===== src/rtl/sitoa_pkg.sv =====
// Shared types, constants and the digit-to-ASCII mapping for the integer-to-text block.
package sitoa_pkg;

	localparam int unsigned VALUE_W = 32;
	localparam int unsigned RADIX_W = 6;
	localparam int unsigned CHAR_W  = 8;
	localparam int unsigned LEN_W   = 6;
	localparam int unsigned BITS_W  = 5;

	localparam logic [RADIX_W-1:0] RADIX_RESET = 6'd10;
	localparam logic [RADIX_W-1:0] RADIX_MIN   = 6'd2;
	localparam logic [RADIX_W-1:0] RADIX_MAX   = 6'd36;
	localparam logic [RADIX_W-1:0] DIGIT_NINE  = 6'd9;
	localparam logic [RADIX_W-1:0] DIGIT_TEN   = 6'd10;

	localparam logic [CHAR_W-1:0] CHAR_MINUS = 8'h2D;
	localparam logic [CHAR_W-1:0] CHAR_NUL   = 8'h00;
	localparam logic [CHAR_W-1:0] CHAR_ZERO  = 8'h30;
	localparam logic [CHAR_W-1:0] CHAR_UPPER = 8'h41;

	// Commands from the controller to the datapath.
	typedef struct packed {
		logic load;        // capture sign and magnitude of a new request
		logic wr_zero;     // store a single zero digit
		logic div_start;   // clear the partial remainder and bit counter
		logic div_step;    // one restoring division step
		logic wr_digit;    // store the remainder, advance the digit count
		logic emit_init;   // point the emit pointer at the top digit
		logic emit_sign;   // load '-' into the output register
		logic emit_digit;  // load the next digit into the output register
		logic emit_term;   // load the terminator into the output register
	} cmd_t;

	// Status from the datapath to the controller.
	typedef struct packed {
		logic quot_zero;   // remaining quotient is zero
		logic cnt_zero;    // no digit stored yet
		logic cnt_at_cap;  // digit count reached the cap
		logic bits_last;   // the current division step is the last one
		logic negative;    // the request value is negative
		logic ptr_zero;    // every digit has been emitted
		logic out_free;    // the output register can take a new character
	} sts_t;

	// Map one digit to its ASCII byte: 0..9 as digits, 10..35 as upper-case letters.
	function automatic logic [CHAR_W-1:0] digit_to_ascii(input logic [RADIX_W-1:0] d);
		logic [CHAR_W-1:0] res;
		if (d > DIGIT_NINE) begin
			res = CHAR_UPPER + {2'b00, d - DIGIT_TEN};
		end else begin
			res = CHAR_ZERO + {2'b00, d};
		end
		return res;
	endfunction

endpackage


===== src/rtl/signed_integer_to_ascii_radix_core.sv =====
// Top level: signed 32-bit integer to ASCII text in a configurable radix.
// Conversion: each digit takes a check, 32 divide steps and a store; the characters then
// follow, a '-' first if negative, one character per cycle while the output register is free,
// with an idle state before the terminator.
// One value at a time: the next request is taken only after the terminator is loaded.
// Reset (arst_n low, asynchronous): radix 10, controller idle, output empty, store not cleared.
module signed_integer_to_ascii_radix_core import sitoa_pkg::*; #(
	parameter int unsigned MAX_DIGITS = 32
) (
	input  logic                      clk,
	input  logic                      arst_n,
	input  logic                      cfg_wr_en,
	input  logic [RADIX_W-1:0]        cfg_wr_data,
	input  logic                      in_valid,
	output logic                      in_ready,
	input  logic signed [VALUE_W-1:0] value,
	output logic                      out_valid,
	input  logic                      out_ready,
	output logic [CHAR_W-1:0]         character,
	output logic [LEN_W-1:0]          string_length,
	output logic                      last
);

	cmd_t cmd;
	sts_t sts;

	// Sequencer.
	sitoa_ctrl u_ctrl (
		.clk      (clk),
		.arst_n   (arst_n),
		.in_valid (in_valid),
		.in_ready (in_ready),
		.sts      (sts),
		.cmd      (cmd)
	);

	// Arithmetic, storage and output register.
	sitoa_dp #(
		.MAX_DIGITS (MAX_DIGITS)
	) u_dp (
		.clk           (clk),
		.arst_n        (arst_n),
		.cfg_wr_en     (cfg_wr_en),
		.cfg_wr_data   (cfg_wr_data),
		.value         (value),
		.out_ready     (out_ready),
		.cmd           (cmd),
		.sts           (sts),
		.out_valid     (out_valid),
		.character     (character),
		.string_length (string_length),
		.last          (last)
	);

endmodule


===== src/rtl/sitoa_dp.sv =====
// Datapath: radix register, serial divider, digit store, emit pointer and output register.
module sitoa_dp import sitoa_pkg::*; #(
	parameter int unsigned MAX_DIGITS = 32
) (
	input  logic                clk,
	input  logic                arst_n,
	input  logic                cfg_wr_en,
	input  logic [RADIX_W-1:0]  cfg_wr_data,
	input  logic signed [VALUE_W-1:0] value,
	input  logic                out_ready,
	input  cmd_t                cmd,
	output sts_t                sts,
	output logic                out_valid,
	output logic [CHAR_W-1:0]   character,
	output logic [LEN_W-1:0]    string_length,
	output logic                last
);

	localparam int unsigned IDX_W = (MAX_DIGITS > 1) ? $clog2(MAX_DIGITS) : 1;
	localparam logic [LEN_W-1:0] CAP = LEN_W'(MAX_DIGITS);

	logic [RADIX_W-1:0] radix_q;
	logic [VALUE_W-1:0] quot_q;
	logic [RADIX_W-1:0] rem_q;
	logic [BITS_W-1:0]  bit_cnt_q;
	logic [LEN_W-1:0]   cnt_q;
	logic [LEN_W-1:0]   ptr_q;
	logic               neg_q;
	logic               out_valid_q;
	logic [CHAR_W-1:0]  char_q;
	logic [LEN_W-1:0]   len_q;
	logic               last_q;
	logic [RADIX_W-1:0] store_q [MAX_DIGITS];

	logic [RADIX_W-1:0] base;
	logic [RADIX_W:0]   trial;
	logic               take;
	logic [LEN_W-1:0]   ptr_m1;
	logic [LEN_W-1:0]   len_now;

	// Clamp the configured radix into the supported range.
	always_comb begin
		priority if (radix_q < RADIX_MIN) begin
			base = RADIX_MIN;
		end else if (radix_q > RADIX_MAX) begin
			base = RADIX_MAX;
		end else begin
			base = radix_q;
		end
	end

	// One restoring division step: shift the next dividend bit into the remainder.
	assign trial   = {rem_q, quot_q[VALUE_W-1]};
	assign take    = trial >= {1'b0, base};
	assign ptr_m1  = ptr_q - LEN_W'(1);
	assign len_now = cnt_q + LEN_W'(1) + {{(LEN_W-1){1'b0}}, neg_q};

	// Control and arithmetic registers.
	always_ff @(posedge clk or negedge arst_n) begin
		if (!arst_n) begin
			radix_q     <= RADIX_RESET;
			quot_q      <= '0;
			rem_q       <= '0;
			bit_cnt_q   <= '0;
			cnt_q       <= '0;
			ptr_q       <= '0;
			neg_q       <= 1'b0;
			out_valid_q <= 1'b0;
			last_q      <= 1'b0;
		end else begin
			if (cfg_wr_en) begin
				radix_q <= cfg_wr_data;
			end
			if (cmd.load) begin
				neg_q  <= value[VALUE_W-1];
				quot_q <= value[VALUE_W-1] ? (VALUE_W'(0) - VALUE_W'(value)) : VALUE_W'(value);
				cnt_q  <= '0;
			end
			if (cmd.wr_zero) begin
				cnt_q <= LEN_W'(1);
			end
			if (cmd.div_start) begin
				rem_q     <= '0;
				bit_cnt_q <= '0;
			end
			if (cmd.div_step) begin
				rem_q     <= take ? RADIX_W'(trial - {1'b0, base}) : trial[RADIX_W-1:0];
				quot_q    <= {quot_q[VALUE_W-2:0], take};
				bit_cnt_q <= bit_cnt_q + BITS_W'(1);
			end
			if (cmd.wr_digit) begin
				cnt_q <= cnt_q + LEN_W'(1);
			end
			if (cmd.emit_init) begin
				ptr_q <= cnt_q;
			end
			if (cmd.emit_digit) begin
				ptr_q <= ptr_m1;
			end
			// Output register: hold until taken, reload on any emit command.
			if (cmd.emit_sign || cmd.emit_digit || cmd.emit_term) begin
				out_valid_q <= 1'b1;
				last_q      <= cmd.emit_term;
			end else if (out_ready) begin
				out_valid_q <= 1'b0;
			end
		end
	end

	// Digit store and output payload, no reset needed.
	always_ff @(posedge clk) begin
		if (cmd.wr_zero) begin
			store_q[cnt_q[IDX_W-1:0]] <= '0;
		end else if (cmd.wr_digit) begin
			store_q[cnt_q[IDX_W-1:0]] <= rem_q;
		end
		if (cmd.emit_sign) begin
			char_q <= CHAR_MINUS;
			len_q  <= len_now;
		end else if (cmd.emit_digit) begin
			char_q <= digit_to_ascii(store_q[ptr_m1[IDX_W-1:0]]);
			len_q  <= len_now;
		end else if (cmd.emit_term) begin
			char_q <= CHAR_NUL;
			len_q  <= len_now;
		end
	end

	// Status toward the controller.
	always_comb begin
		sts.quot_zero  = (quot_q == '0);
		sts.cnt_zero   = (cnt_q == '0);
		sts.cnt_at_cap = (cnt_q >= CAP);
		sts.bits_last  = (bit_cnt_q == {BITS_W{1'b1}});
		sts.negative   = neg_q;
		sts.ptr_zero   = (ptr_q == '0);
		sts.out_free   = !out_valid_q || out_ready;
	end

	assign out_valid     = out_valid_q;
	assign character     = char_q;
	assign string_length = len_q;
	assign last          = last_q;

	// The digit count never passes the cap.
	a_cnt_cap: assert property (@(posedge clk) disable iff (!arst_n) cnt_q <= CAP)
		else $error("digit count exceeds cap");

	// While dividing, the partial remainder stays below the effective base.
	a_rem_range: assert property (@(posedge clk) disable iff (!arst_n)
		cmd.div_step |-> (rem_q < base))
		else $error("partial remainder out of range");

	// A terminator carries a NUL byte and a length of at least two.
	a_term: assert property (@(posedge clk) disable iff (!arst_n)
		(out_valid_q && last_q) |-> (char_q == CHAR_NUL && len_q >= LEN_W'(2)))
		else $error("malformed terminator");

endmodule


===== src/rtl/sitoa_ctrl.sv =====
// Controller state machine sequencing division, digit storage and character emission.
module sitoa_ctrl import sitoa_pkg::*; (
	input  logic clk,
	input  logic arst_n,
	input  logic in_valid,
	output logic in_ready,
	input  sts_t sts,
	output cmd_t cmd
);

	localparam logic [2:0] ST_IDLE  = 3'd0;
	localparam logic [2:0] ST_CHECK = 3'd1;
	localparam logic [2:0] ST_DIV   = 3'd2;
	localparam logic [2:0] ST_WRITE = 3'd3;
	localparam logic [2:0] ST_SIGN  = 3'd4;
	localparam logic [2:0] ST_DIGIT = 3'd5;
	localparam logic [2:0] ST_TERM  = 3'd6;

	logic [2:0] state_q;
	logic [2:0] state_d;

	assign in_ready = (state_q == ST_IDLE);

	// Next state and command decode.
	always_comb begin
		state_d = state_q;
		cmd     = '0;
		unique case (state_q)
			ST_IDLE: begin
				if (in_valid) begin
					cmd.load = 1'b1;
					state_d  = ST_CHECK;
				end
			end
			ST_CHECK: begin
				priority if (sts.quot_zero && sts.cnt_zero) begin
					cmd.wr_zero = 1'b1;
				end else if (!sts.quot_zero && !sts.cnt_at_cap) begin
					cmd.div_start = 1'b1;
					state_d       = ST_DIV;
				end else begin
					cmd.emit_init = 1'b1;
					state_d       = ST_SIGN;
				end
			end
			ST_DIV: begin
				cmd.div_step = 1'b1;
				if (sts.bits_last) begin
					state_d = ST_WRITE;
				end
			end
			ST_WRITE: begin
				cmd.wr_digit = 1'b1;
				state_d      = ST_CHECK;
			end
			ST_SIGN: begin
				if (!sts.negative) begin
					state_d = ST_DIGIT;
				end else if (sts.out_free) begin
					cmd.emit_sign = 1'b1;
					state_d       = ST_DIGIT;
				end
			end
			ST_DIGIT: begin
				if (sts.ptr_zero) begin
					state_d = ST_TERM;
				end else if (sts.out_free) begin
					cmd.emit_digit = 1'b1;
				end
			end
			ST_TERM: begin
				if (sts.out_free) begin
					cmd.emit_term = 1'b1;
					state_d       = ST_IDLE;
				end
			end
			default: begin
				state_d = ST_IDLE;
			end
		endcase
	end

	always_ff @(posedge clk or negedge arst_n) begin
		if (!arst_n) begin
			state_q <= ST_IDLE;
		end else begin
			state_q <= state_d;
		end
	end

endmodule

===== config.mk =====
export PLATFORM = sky130hd
export DESIGN_NAME = signed_integer_to_ascii_radix_core
export DESIGN_NICKNAME = d
export VERILOG_FILES = /design/src/rtl/sitoa_pkg.sv /design/src/rtl/signed_integer_to_ascii_radix_core.sv /design/src/rtl/sitoa_dp.sv /design/src/rtl/sitoa_ctrl.sv
export SDC_FILE = /design/constraint.sdc
export NUM_CORES = 1
export LEC_CHECK = 0
export BUFFER_PORTS_ARGS = -buffer_cell sky130_fd_sc_hd__buf_2
export CORE_MARGIN = 3
export CORE_UTILIZATION = 38
export CTS_CLUSTER_SIZE = 14
export DETAILED_ROUTE_END_ITERATION = 10
export GPL_TIMING_DRIVEN = 0
export PLACE_DENSITY = 0.53
export SYNTH_ARGS = -nofsm -noshare
export SYNTH_HDL_FRONTEND = slang
export SYNTH_SLANG_ARGS = --single-unit

===== constraint.sdc =====
create_clock -name clk -period 7.5 [get_ports clk]
set_clock_uncertainty 0.05 [all_clocks]
set_input_delay 0.375 -clock clk [delete_from_list [all_inputs] [get_ports clk]]
set_output_delay 0.375 -clock clk [all_outputs]
set_load 0.02 [all_outputs]

== Word level (Yosys, flattened, before mapping) ==
Memories as Yosys holds them, arrays and structs flattened.
Cells that the tools add are included.
Operators by class
  add/sub/neg operators: 9
  order comparisons: 5
  eq/ne operators: 13
  mux-type cells: 55
  bitwise operators: 1
  reduce and logical (&&, ||, !) cells: 20
Operators by type and width (count)
  $mux W32: 3
  $mux W6: 14
  $logic_not A32 Y1: 1
  $sub A1 B32 Y32 const A: 1
  $mux W3: 8
  $mux W8: 3
  $mux W1: 23
  $pmux W3 S7: 1
  $logic_not A6 Y1: 2
  $mux W5: 2
  $ne A2 B2 Y1 const B: 5
  $reduce_bool A2 Y1: 5
  $eq A3 B3 Y1 const B: 3
  $add A7 B6 Y8 const A: 1
  $add A6 B6 Y7 const A: 1
  $ge A7 B6 Y1: 1
  $add A6 B1 Y6: 1
  $add A6 B1 Y6 const B: 1
  $eq A3 B2 Y1 const B: 2
  $ge A6 B6 Y1 const B: 1
  $gt A6 B4 Y1 const B: 1
  $gt A6 B6 Y1 const B: 1
  $lt A6 B2 Y1 const B: 1
  $reduce_and A6 Y1: 1
  14 further kinds: 20
Word-level totals
  register bits after elaboration: 81
  bits in writable memories: 192
  output and inout bits: 17
  memories: 1
Memory list
  u_dp.store_q: words 32, bits a word 6, rd ports 1, clocked after Yosys merged registers in 0, wr ports 1, line sitoa_dp.sv:33  | logic [RADIX_W-1:0] store_q [MAX_DIGITS];

== Logic depth before layout (Yosys ltp) ==
Gate-level depths: netlist of run 1.
  word-level depth: 9
  mapped depth: 17

== Cells and area by module ==
Synthesis of run 1 repeated with hierarchy kept, for this count alone.
Second synthesis, totals
  cell total of the unflattened synthesis: 1023
  area, all modules: 13162.6 um^2
By module, submodules not included
  sitoa_dp: instances 1, cells each 984, area each 12861.1 um^2, sequential area each 7709.9 um^2
  sitoa_ctrl: instances 1, cells each 39, area each 301.5 um^2, sequential area each 75.1 um^2

== Least setup slack after synthesis of run 1 ==
Ideal clock, no wire load.
  kind: register to register
  start point: register u_dp.ptr_q[0]
  end point: register u_dp.char_q[2], in the netlist u_dp.character[2]
  setup time: 0.074 ns
  arrival: 3.740 ns
  slack: 3.635 ns
  cell stages (with the launch flop): 16
  path buffers: 4
  clock period less this slack: 3.865 ns
  cells stage by stage: dfrtp_1 -> buf_4 -> buf_6 -> inv_2 -> ha_1 -> buf_4 -> buf_2 -> mux4_2 -> mux4_2 -> mux2i_1 -> inv_1 -> ha_1 -> o21a_1 -> o21ai_1 -> mux2_2 -> o21ai_0
Between the ends
  longest elaborated chain between the ends: 6
  elaborated cells between the ends (all ways): 12
  those cells by class: 4 x add/sub; 1 x order compare; 4 x mux; 2 x reduce/logical; 1 x memory
RTL lines
  from (decl): line sitoa_dp.sv:27  | logic [LEN_W-1:0] ptr_q;
  from (signal assigned): line sitoa_dp.sv:95  | ptr_q <= cnt_q;
  from (signal assigned): line sitoa_dp.sv:98  | ptr_q <= ptr_m1;
  $sub A6 B1 Y6: line sitoa_dp.sv:55  | assign ptr_m1 = ptr_q - LEN_W'(1);
  $mem_v2 Z32 W6
  $sub A6 B4 Y6: line sitoa_pkg.sv:49  | res = CHAR_UPPER + {2'b00, d - DIGIT_TEN};
  $add A7 B6 Y8: line sitoa_pkg.sv:49
  $mux W8: line sitoa_pkg.sv:48  | if (d > DIGIT_NINE) begin
  $mux W8: line sitoa_dp.sv:120  | end else if (cmd.emit_digit) begin
  to (signal assigned): line sitoa_dp.sv:121  | char_q <= digit_to_ascii(store_q[ptr_m1[IDX_W-1:0]]);
  to (decl): line sitoa_dp.sv:30  | logic [CHAR_W-1:0] char_q;
Several ways; a longest one is shown, not always the timed one.
A chain may end at the register's enable or synchronous reset.

== Worst setup path in the final report of run 1 ==
Ends and elaborated chain as after synthesis.

==> results.sh, run 1 <==
export IMPL_drt_initial_drc_count=476
export IMPL_drtPass1Iterations=6
export IMPL_synth_avg_cell_area_sq_um=14.0
export IMPL_async_flop_share=0.245
export IMPL_r2r_end="u_dp.character[2]"
export IMPL_routedWlPerCell_microns=20.8
export IMPL_fillerInstances=2995
export IMPL_path_clk_slew_ns=0.06
export IMPL_layout_drive_gt1_share=0.182
export IMPL_clk_insertion_delay_late_ns=0.56
export IMPL_synth_largest_area_cell="edfxtp_1"
export IMPL_syn_nets=974
export IMPL_worst_pin_slew_ns=1.27
export IMPL_yosysWarnings=0
export IMPL_fin_hold_ws_ns=0.0854
export IMPL_htreeDepth=1
export IMPL_max_slew_margin_rel=0.154
export IMPL_synth_edf_count=198
export IMPL_ctsLongestPathBuffers=3
export IMPL_start_util=0.388
export IMPL_grt_use_total=0.170
export IMPL_ys_top_cells_by_area="edfxtp_1, dfrtp_1, mux4_2"
export IMPL_overflow=0
export IMPL_die_w_microns=189
export IMPL_post_cts_setup_buffers=0
export IMPL_finalCritPeriodShare=0.667
export IMPL_worstHoldEndpoint="u_dp.quot_q[28]"
export IMPL_cap_violations=0
export IMPL_diodes=0
export IMPL_portBuffers=58
export IMPL_fmaxAchievable_ghz=0.200
export IMPL_drt_vias_per_instance=5.35
export IMPL_endpoint_kind="flip-flop"
export IMPL_die_y_microns=189
export IMPL_yosys_top_cells_count="edfxtp_1, nor2_1, dfrtp_1"
export IMPL_path_class="flip-flop to flip-flop"
export IMPL_synthMostInstantiatedCell="edfxtp_1"
export IMPL_min_path_type="input pin to flip-flop"
export IMPL_numCtsBuffers=30
export IMPL_routed_wl_microns=30500
export IMPL_power_total_mw=6.36
export IMPL_min_from="value[28]"
export IMPL_required_ns=7.93
export IMPL_syn_area_sq_mm=0.0127
export IMPL_status="finished clean"
export IMPL_grt_pass1_wl_microns=46800
export IMPL_rows=66
export IMPL_grt_max_degree=68
export IMPL_timing_final_crit_period_ns=5.01
export IMPL_r2r_start="u_dp.ptr_q[0]"
export IMPL_fin_setup_tns_ns=0
export IMPL_synth_seq_cells=273
export IMPL_rrSetupSlack_ns=2.49
export IMPL_first_global_vias=7862
export IMPL_multi_input_area_sq_mm=0.00464
export IMPL_synthCells=908
export IMPL_io_pins=60
export IMPL_vias=7852
export IMPL_crit_fanout=11
export IMPL_cts_root_buf="clkbuf_16"
export IMPL_synth_sequential_area_ratio=0.613
export IMPL_regArea_sq_mm=0.00778
export IMPL_finalMaxSlewViolations=0
export IMPL_synthDistinctLibCells=76
export IMPL_leakage_nw=5.38
export IMPL_synth_top_area_share=0.468
export IMPL_peakVddDrop_mv=0.202
export IMPL_die_area_sq_mm=0.0356
export IMPL_fin_cells=1469
export IMPL_core_area_sq_mm=0.0327
export IMPL_post_place_cells=1409
export IMPL_powerDensity_mw_per_mm2=435
export IMPL_fin_nets=1072
export IMPL_postLayoutCoreUtil=0.447
export IMPL_drc=0
export IMPL_synth_ff_type="edfxtp_1"
export IMPL_hold_depth=3
export IMPL_area_delta_synth_final_pct=15.2
export IMPL_antenna_left=0
export IMPL_worst_r2r_path_depth=15
export IMPL_tritoncts="built"
export IMPL_hold_violations=0
export IMPL_finalSetupViolCount=0
export IMPL_hpwl_microns=20800
export IMPL_grt_setup_unrepaired="no"
export IMPL_start_kind="flip-flop"
export IMPL_grt_antenna_before_repair=0
export IMPL_cts_sinks=273
export IMPL_crit_arrival_ns=5.44
export IMPL_place_gp_congestion=0.781
export IMPL_cts_resized=0
[cell usage in the layout (no fill, tap or decap), types with 16 or more instances in the layout]
master	count
o21ai_0	61
edfxtp_1	198
clkbuf_16	31
xor2_1	36
mux2i_1	55
nor2_1	67
nand3_1	16
dfrtp_1	65
inv_1	16
nand2_1	59
buf_2	62
clkbuf_1	32
a22oi_1	29
ha_1	22
mux4_2	40
[through the flow]
stage          cell area [sq um]  setup slack [ns]
2_1_floorplan              12700              3.64
3_3_place_gp               13500              2.44
3_5_place_dp               13600              2.45
4_1_cts                    14600              2.43
5_1_grt                    14600              2.14
6_report                   14600              2.49
[worst max path at each step]
| stage | cells after the start | from | endpoint | slack, ns |
|---|---|---|---|---|
| 3_3_place_gp | 15 | u_dp.ptr_q[0] | u_dp.character[2] | 2.44 |
| 2_1_floorplan | 15 | u_dp.ptr_q[0] | u_dp.character[2] | 3.64 |
| 4_1_cts | 15 | u_dp.ptr_q[0] | u_dp.character[2] | 2.43 |
| 5_1_grt | 15 | u_dp.ptr_q[0] | u_dp.character[2] | 2.14 |
| 3_5_place_dp | 15 | u_dp.ptr_q[0] | u_dp.character[2] | 2.45 |
| 6_report | 15 | u_dp.ptr_q[0] | u_dp.character[2] | 2.49 |
[power breakdown]
part	internal, mW	switching [mW]
Combinational	1.15	1.71
Clock	0.905	0.582
Sequential	1.85	0.154
[worst max-delay path: stages, from the launching register on]
cell	delay [ns]
dfrtp_1	0.32
buf_4	0.27
buf_6	0.24
inv_2	0.23
ha_1	0.37
buf_4	0.26
buf_2	0.40
mux4_2	0.37
mux4_2	0.54
mux2i_1	0.46
inv_1	0.09
ha_1	0.23
o21a_1	0.19
o21ai_1	0.37
mux2_2	0.38
o21ai_0	0.13
[layer usage]
layer / vias to the layer above / part of all wire / global-route usage
met2: 167 / 0.48 / 0.282
li1: 3685 / - / -
met1: 3970 / 0.46 / 0.242
met3: 30 / 0.038 / 0.0214
met4: 0 / 0.018 / 0.0398
met5: - / 0 / 0
[state kept, by name, indices dropped and copies added, names as in the netlist]
| signal | cells |
|---|---|
| u_dp.string_length | 6 |
| u_dp.store_q | 192 |
| u_dp.radix_q | 6 |
| u_dp.cnt_q | 6 |
| u_dp.out_valid | 1 |
| u_dp.neg_q | 1 |
| u_dp.bit_cnt_q | 5 |
| u_ctrl.state_q | 3 |
| u_dp.ptr_q | 6 |
| u_dp.character | 8 |
| u_dp.rem_q | 6 |
| u_dp.last | 1 |
| u_dp.quot_q | 32 |
[kinds of logic after synthesis]
group	Yosys count	share of synthesized area
compound gates	168	0.0876
mux	106	0.127
xor+xnor	52	0.0376
buf+inv	61	0.0215
flops	273	0.613
simple gates	224	0.0892
fa+ha+maj	24	0.0240
[cell type report]
cell class | count | area share
Sequential cell | 273 | 0.532
Multi-Input combinational cell | 574 | 0.317
Clock buffer | 37 | 0.0559
Tap cell | 442 | 0.0378
Timing Repair Buffer | 66 | 0.0258
Buffer | 44 | 0.0143
Clock inverter | 16 | 0.0125
Inverter | 17 | 0.00436
[what timing repair did]
| item | CTS | global route |
|---|---|---|
| endpoints found under the hold margin | 71 | 0 |
| endpoints found under the setup margin | 0 | 0 |
| hold buffers | 7 | 0 |
(Power assumes the default switching activity.)
==> inputs of run 2 (changes only) <==
--- a/config.mk
+++ b/config.mk
@@ -5,6 +5,7 @@
 export SDC_FILE = /design/constraint.sdc
 export NUM_CORES = 1
 export LEC_CHECK = 0
+export ABC_AREA = 1
 export BUFFER_PORTS_ARGS = -buffer_cell sky130_fd_sc_hd__buf_2
 export CORE_MARGIN = 3
 export CORE_UTILIZATION = 38
==> constraint.sdc (replaced) <==
create_clock -name clk -period 4.75 [get_ports clk]
set_clock_uncertainty 0.05 [all_clocks]
set_input_delay 0.2375 -clock clk [delete_from_list [all_inputs] [get_ports clk]]
set_output_delay 0.2375 -clock clk [all_outputs]
set_load 0.02 [all_outputs]
==> run 2 against run 1 <==
Effect of this change:
- global-route usage rose by 4.1 points
- register-to-register slack got worse by 1.9 ns
- non-clock buffer count is 38 higher
- die area increased by 4.0%
- count of clock-buffer cells in the layout increased by 1
- power increased by 76%
- via count increased by 30%
- wire length is 28% higher
- critical endpoint is now u_dp.character[3]
- largest power group unchanged
==> results.sh, run 2 <==
export IMPL_grt_use_total=0.211
export IMPL_place_gp_congestion=0.902
export IMPL_peakVddDrop_mv=0.388
export IMPL_synth_ff_type="edfxtp_1"
export IMPL_hold_depth=3
export IMPL_area_delta_synth_final_pct=17.6
export IMPL_htreeDepth=1
export IMPL_routed_wl_microns=39000
export IMPL_status="finished clean"
export IMPL_cts_sinks=273
export IMPL_clk_insertion_delay_late_ns=0.56
export IMPL_slowest_stage="clkbuf_1"
export IMPL_cap_violations=0
export IMPL_layout_drive_gt1_share=0.125
export IMPL_rows=67
export IMPL_synth_edf_count=198
export IMPL_die_w_microns=192
export IMPL_ctsLongestPathBuffers=3
export IMPL_power_frac_seq=0.284
export IMPL_die_area_sq_mm=0.0371
export IMPL_layout_common_cells="nand2_1, edfxtp_1, nor2_1, nand3_1, inv_1"
export IMPL_finalMaxSlewViolations=0
export IMPL_path_clk_slew_ns=0.06
export IMPL_diodes=0
export IMPL_endpoint="u_dp.character[3]"
export IMPL_largest_register_ffs=192
export IMPL_start_util=0.390
export IMPL_fin_ws_ns=0.605
export IMPL_overflow=0
export IMPL_hpwl_microns=27100
export IMPL_rrSetupSlack_ns=0.60
export IMPL_synth_sequential_area_ratio=0.589
export IMPL_worst_pin_slew_ns=0.959
export IMPL_p_clk_frac=0.216
export IMPL_grt_setup_unrepaired="no"
export IMPL_drc=0
export IMPL_die_y_microns=192
export IMPL_vias=10200
export IMPL_r2r_start="u_dp.ptr_q[0]"
export IMPL_portBuffers=58
export IMPL_syn_area_sq_mm=0.0132
export IMPL_routedWlPerCell_microns=19.9
export IMPL_synth_top_area_share=0.450
export IMPL_critical_path_max_stage_delay_ns=0.72
export IMPL_core_area_sq_mm=0.0339
export IMPL_ys_top_cells_by_area="edfxtp_1, dfrtp_1, nand2_1"
export IMPL_post_place_ws_ns=0.719
export IMPL_numCtsBuffers=30
export IMPL_power_total_mw=11.2
export IMPL_synth_largest_area_cell="edfxtp_1"
export IMPL_fillerInstances=3187
export IMPL_required_ns=5.19
export IMPL_first_global_vias=9790
export IMPL_cts_resized=0
export IMPL_postPlaceCellArea_sq_mm=0.0142
export IMPL_critPathLaunch="u_dp.ptr_q[0]"
export IMPL_switching_share=0.452
export IMPL_endpoint_kind="flip-flop"
export IMPL_synthCells=1368
export IMPL_tritoncts="built"
export IMPL_grt_pass1_wl_microns=58700
export IMPL_grt_antenna_before_repair=0
export IMPL_drt_vias_per_instance=5.21
export IMPL_finalSetupViolCount=0
export IMPL_drt_initial_drc_count=920
export IMPL_start_kind="flip-flop"
export IMPL_fin_setup_tns_ns=0
export IMPL_critical_path_cell_chain="buf_6, inv_6, buf_6, buf_4, ha_1, inv_1, clkbuf_1, nor2_1, o21ai_0, nand3_1, nand3_1, nand3_1, nand2_1, ha_1, nand3_1, nand2_2, inv_2, nand2_1, nand3_1, nand3_1"
export IMPL_fin_hold_ws_ns=0.0202
export IMPL_async_flop_share=0.245
export IMPL_p_int_mw=6.15
export IMPL_max_slew_margin_rel=0.355
export IMPL_yosysWarnings=0
export IMPL_crit_top_cell="nand3_1"
export IMPL_path_class="flip-flop to flip-flop"
export IMPL_worst_r2r_path_depth=20
export IMPL_drtPass1Iterations=6
export IMPL_post_cts_setup_buffers=0
export IMPL_leakage_nw=6.32
export IMPL_mostFrequentLayoutCell="nand2_1"
export IMPL_cts_root_buf="clkbuf_16"
export IMPL_min_path_type="input pin to flip-flop"
export IMPL_combinationalPowerShare=0.500
export IMPL_hold_buffers=27
export IMPL_post_place_cells=1880
export IMPL_fmaxAchievable_ghz=0.241
export IMPL_p_sw_mw=5.07
export IMPL_antenna_left=0
export IMPL_postLayoutCoreUtil=0.459
export IMPL_fin_nets=1557
export IMPL_multi_input_area_sq_mm=0.00467
export IMPL_powerDensity_mw_per_mm2=722
export IMPL_yosys_top_cells_count="nand2_1, edfxtp_1, nor2_1"
export IMPL_crit_fanout=11
export IMPL_synth_seq_cells=273
export IMPL_synthMostInstantiatedCell="nand2_1"
export IMPL_finalCritPeriodShare=0.873
export IMPL_fin_cells=1963
export IMPL_r2r_end="u_dp.character[3]"
export IMPL_design_area_sq_mm=0.0155
export IMPL_regArea_sq_mm=0.00778
export IMPL_synthDistinctLibCells=53
export IMPL_synth_avg_cell_area_sq_um=9.66
export IMPL_grt_max_degree=59
export IMPL_timing_final_crit_period_ns=4.15
export IMPL_io_pins=60
export IMPL_syn_nets=1434
export IMPL_hold_violations=0
export IMPL_crit_arrival_ns=4.58
## run 2: how the worst min path moves through the flow
| stage | startpoint | to | slack (ns) |
|---|---|---|---|
| floorplan | arst_n | u_ctrl.state_q[0] | -0.11 |
| global placement | u_dp.character[4] | u_dp.character[4] | 0.39 |
| detailed placement | arst_n | u_dp.cnt_q[4] | 0.04 |
| CTS | value[19] | u_dp.quot_q[19] | 0.002 |
| global route | value[19] | u_dp.quot_q[19] | 0.02 |
| finish | value[14] | u_dp.quot_q[14] | 0.02 |
## run 2: power by group through the flow
stage / registers, mW / clock network (mW) / logic [mW]
after global routing: 3.22 / 2.55 / 6.21
after global placement: 3.23 / 0 / 5.46
after floorplan: 3.23 / 0 / 3.62
after CTS: 3.18 / 2.46 / 5.60
final: 3.19 / 2.43 / 5.61
after detailed placement: 3.23 / 0 / 5.56
## run 2: final cells by class
cell class / count / share of cell area
Sequential cell: 273 / 0.501
Multi-Input combinational cell: 917 / 0.301
Clock buffer: 38 / 0.0529
Timing Repair Buffer: 91 / 0.0460
Tap cell: 448 / 0.0361
Inverter: 121 / 0.0297
Buffer: 57 / 0.0204
Clock inverter: 18 / 0.0135
## run 2: critical path: cells and delay by family, from the launching register on
kind	cells	cell delay, ns
flip-flops	1	0.37
buffers and inverters	7	1.58
adder cells (fa/ha/maj)	2	0.57
AO/OA/AOI/OAI	1	0.12
AND/OR/NAND/NOR	10	1.37
## run 2: logic make-up after synthesis
logic type / Yosys count / synth area share
AOI/OAI and AO/OA: 166 / 0.0773
DFF: 273 / 0.589
xor gates and xnor gates: 30 / 0.0213
and+or+nand+nor: 696 / 0.229
adders and majority gates: 23 / 0.0223
muxes: 2 / 0.00170
buffers and inverters: 178 / 0.0590
## run 2: routing by layer
metal	GRT usage	vias to the layer above	wire length (microns)	part of all wire
met1	0.284	4892	17000	0.44
met4	0.0731	0	1460	0.038
met2	0.343	330	18000	0.46
li1	-	4923	-	-
met3	0.0420	88	2530	0.065
met5	0	-	0	0
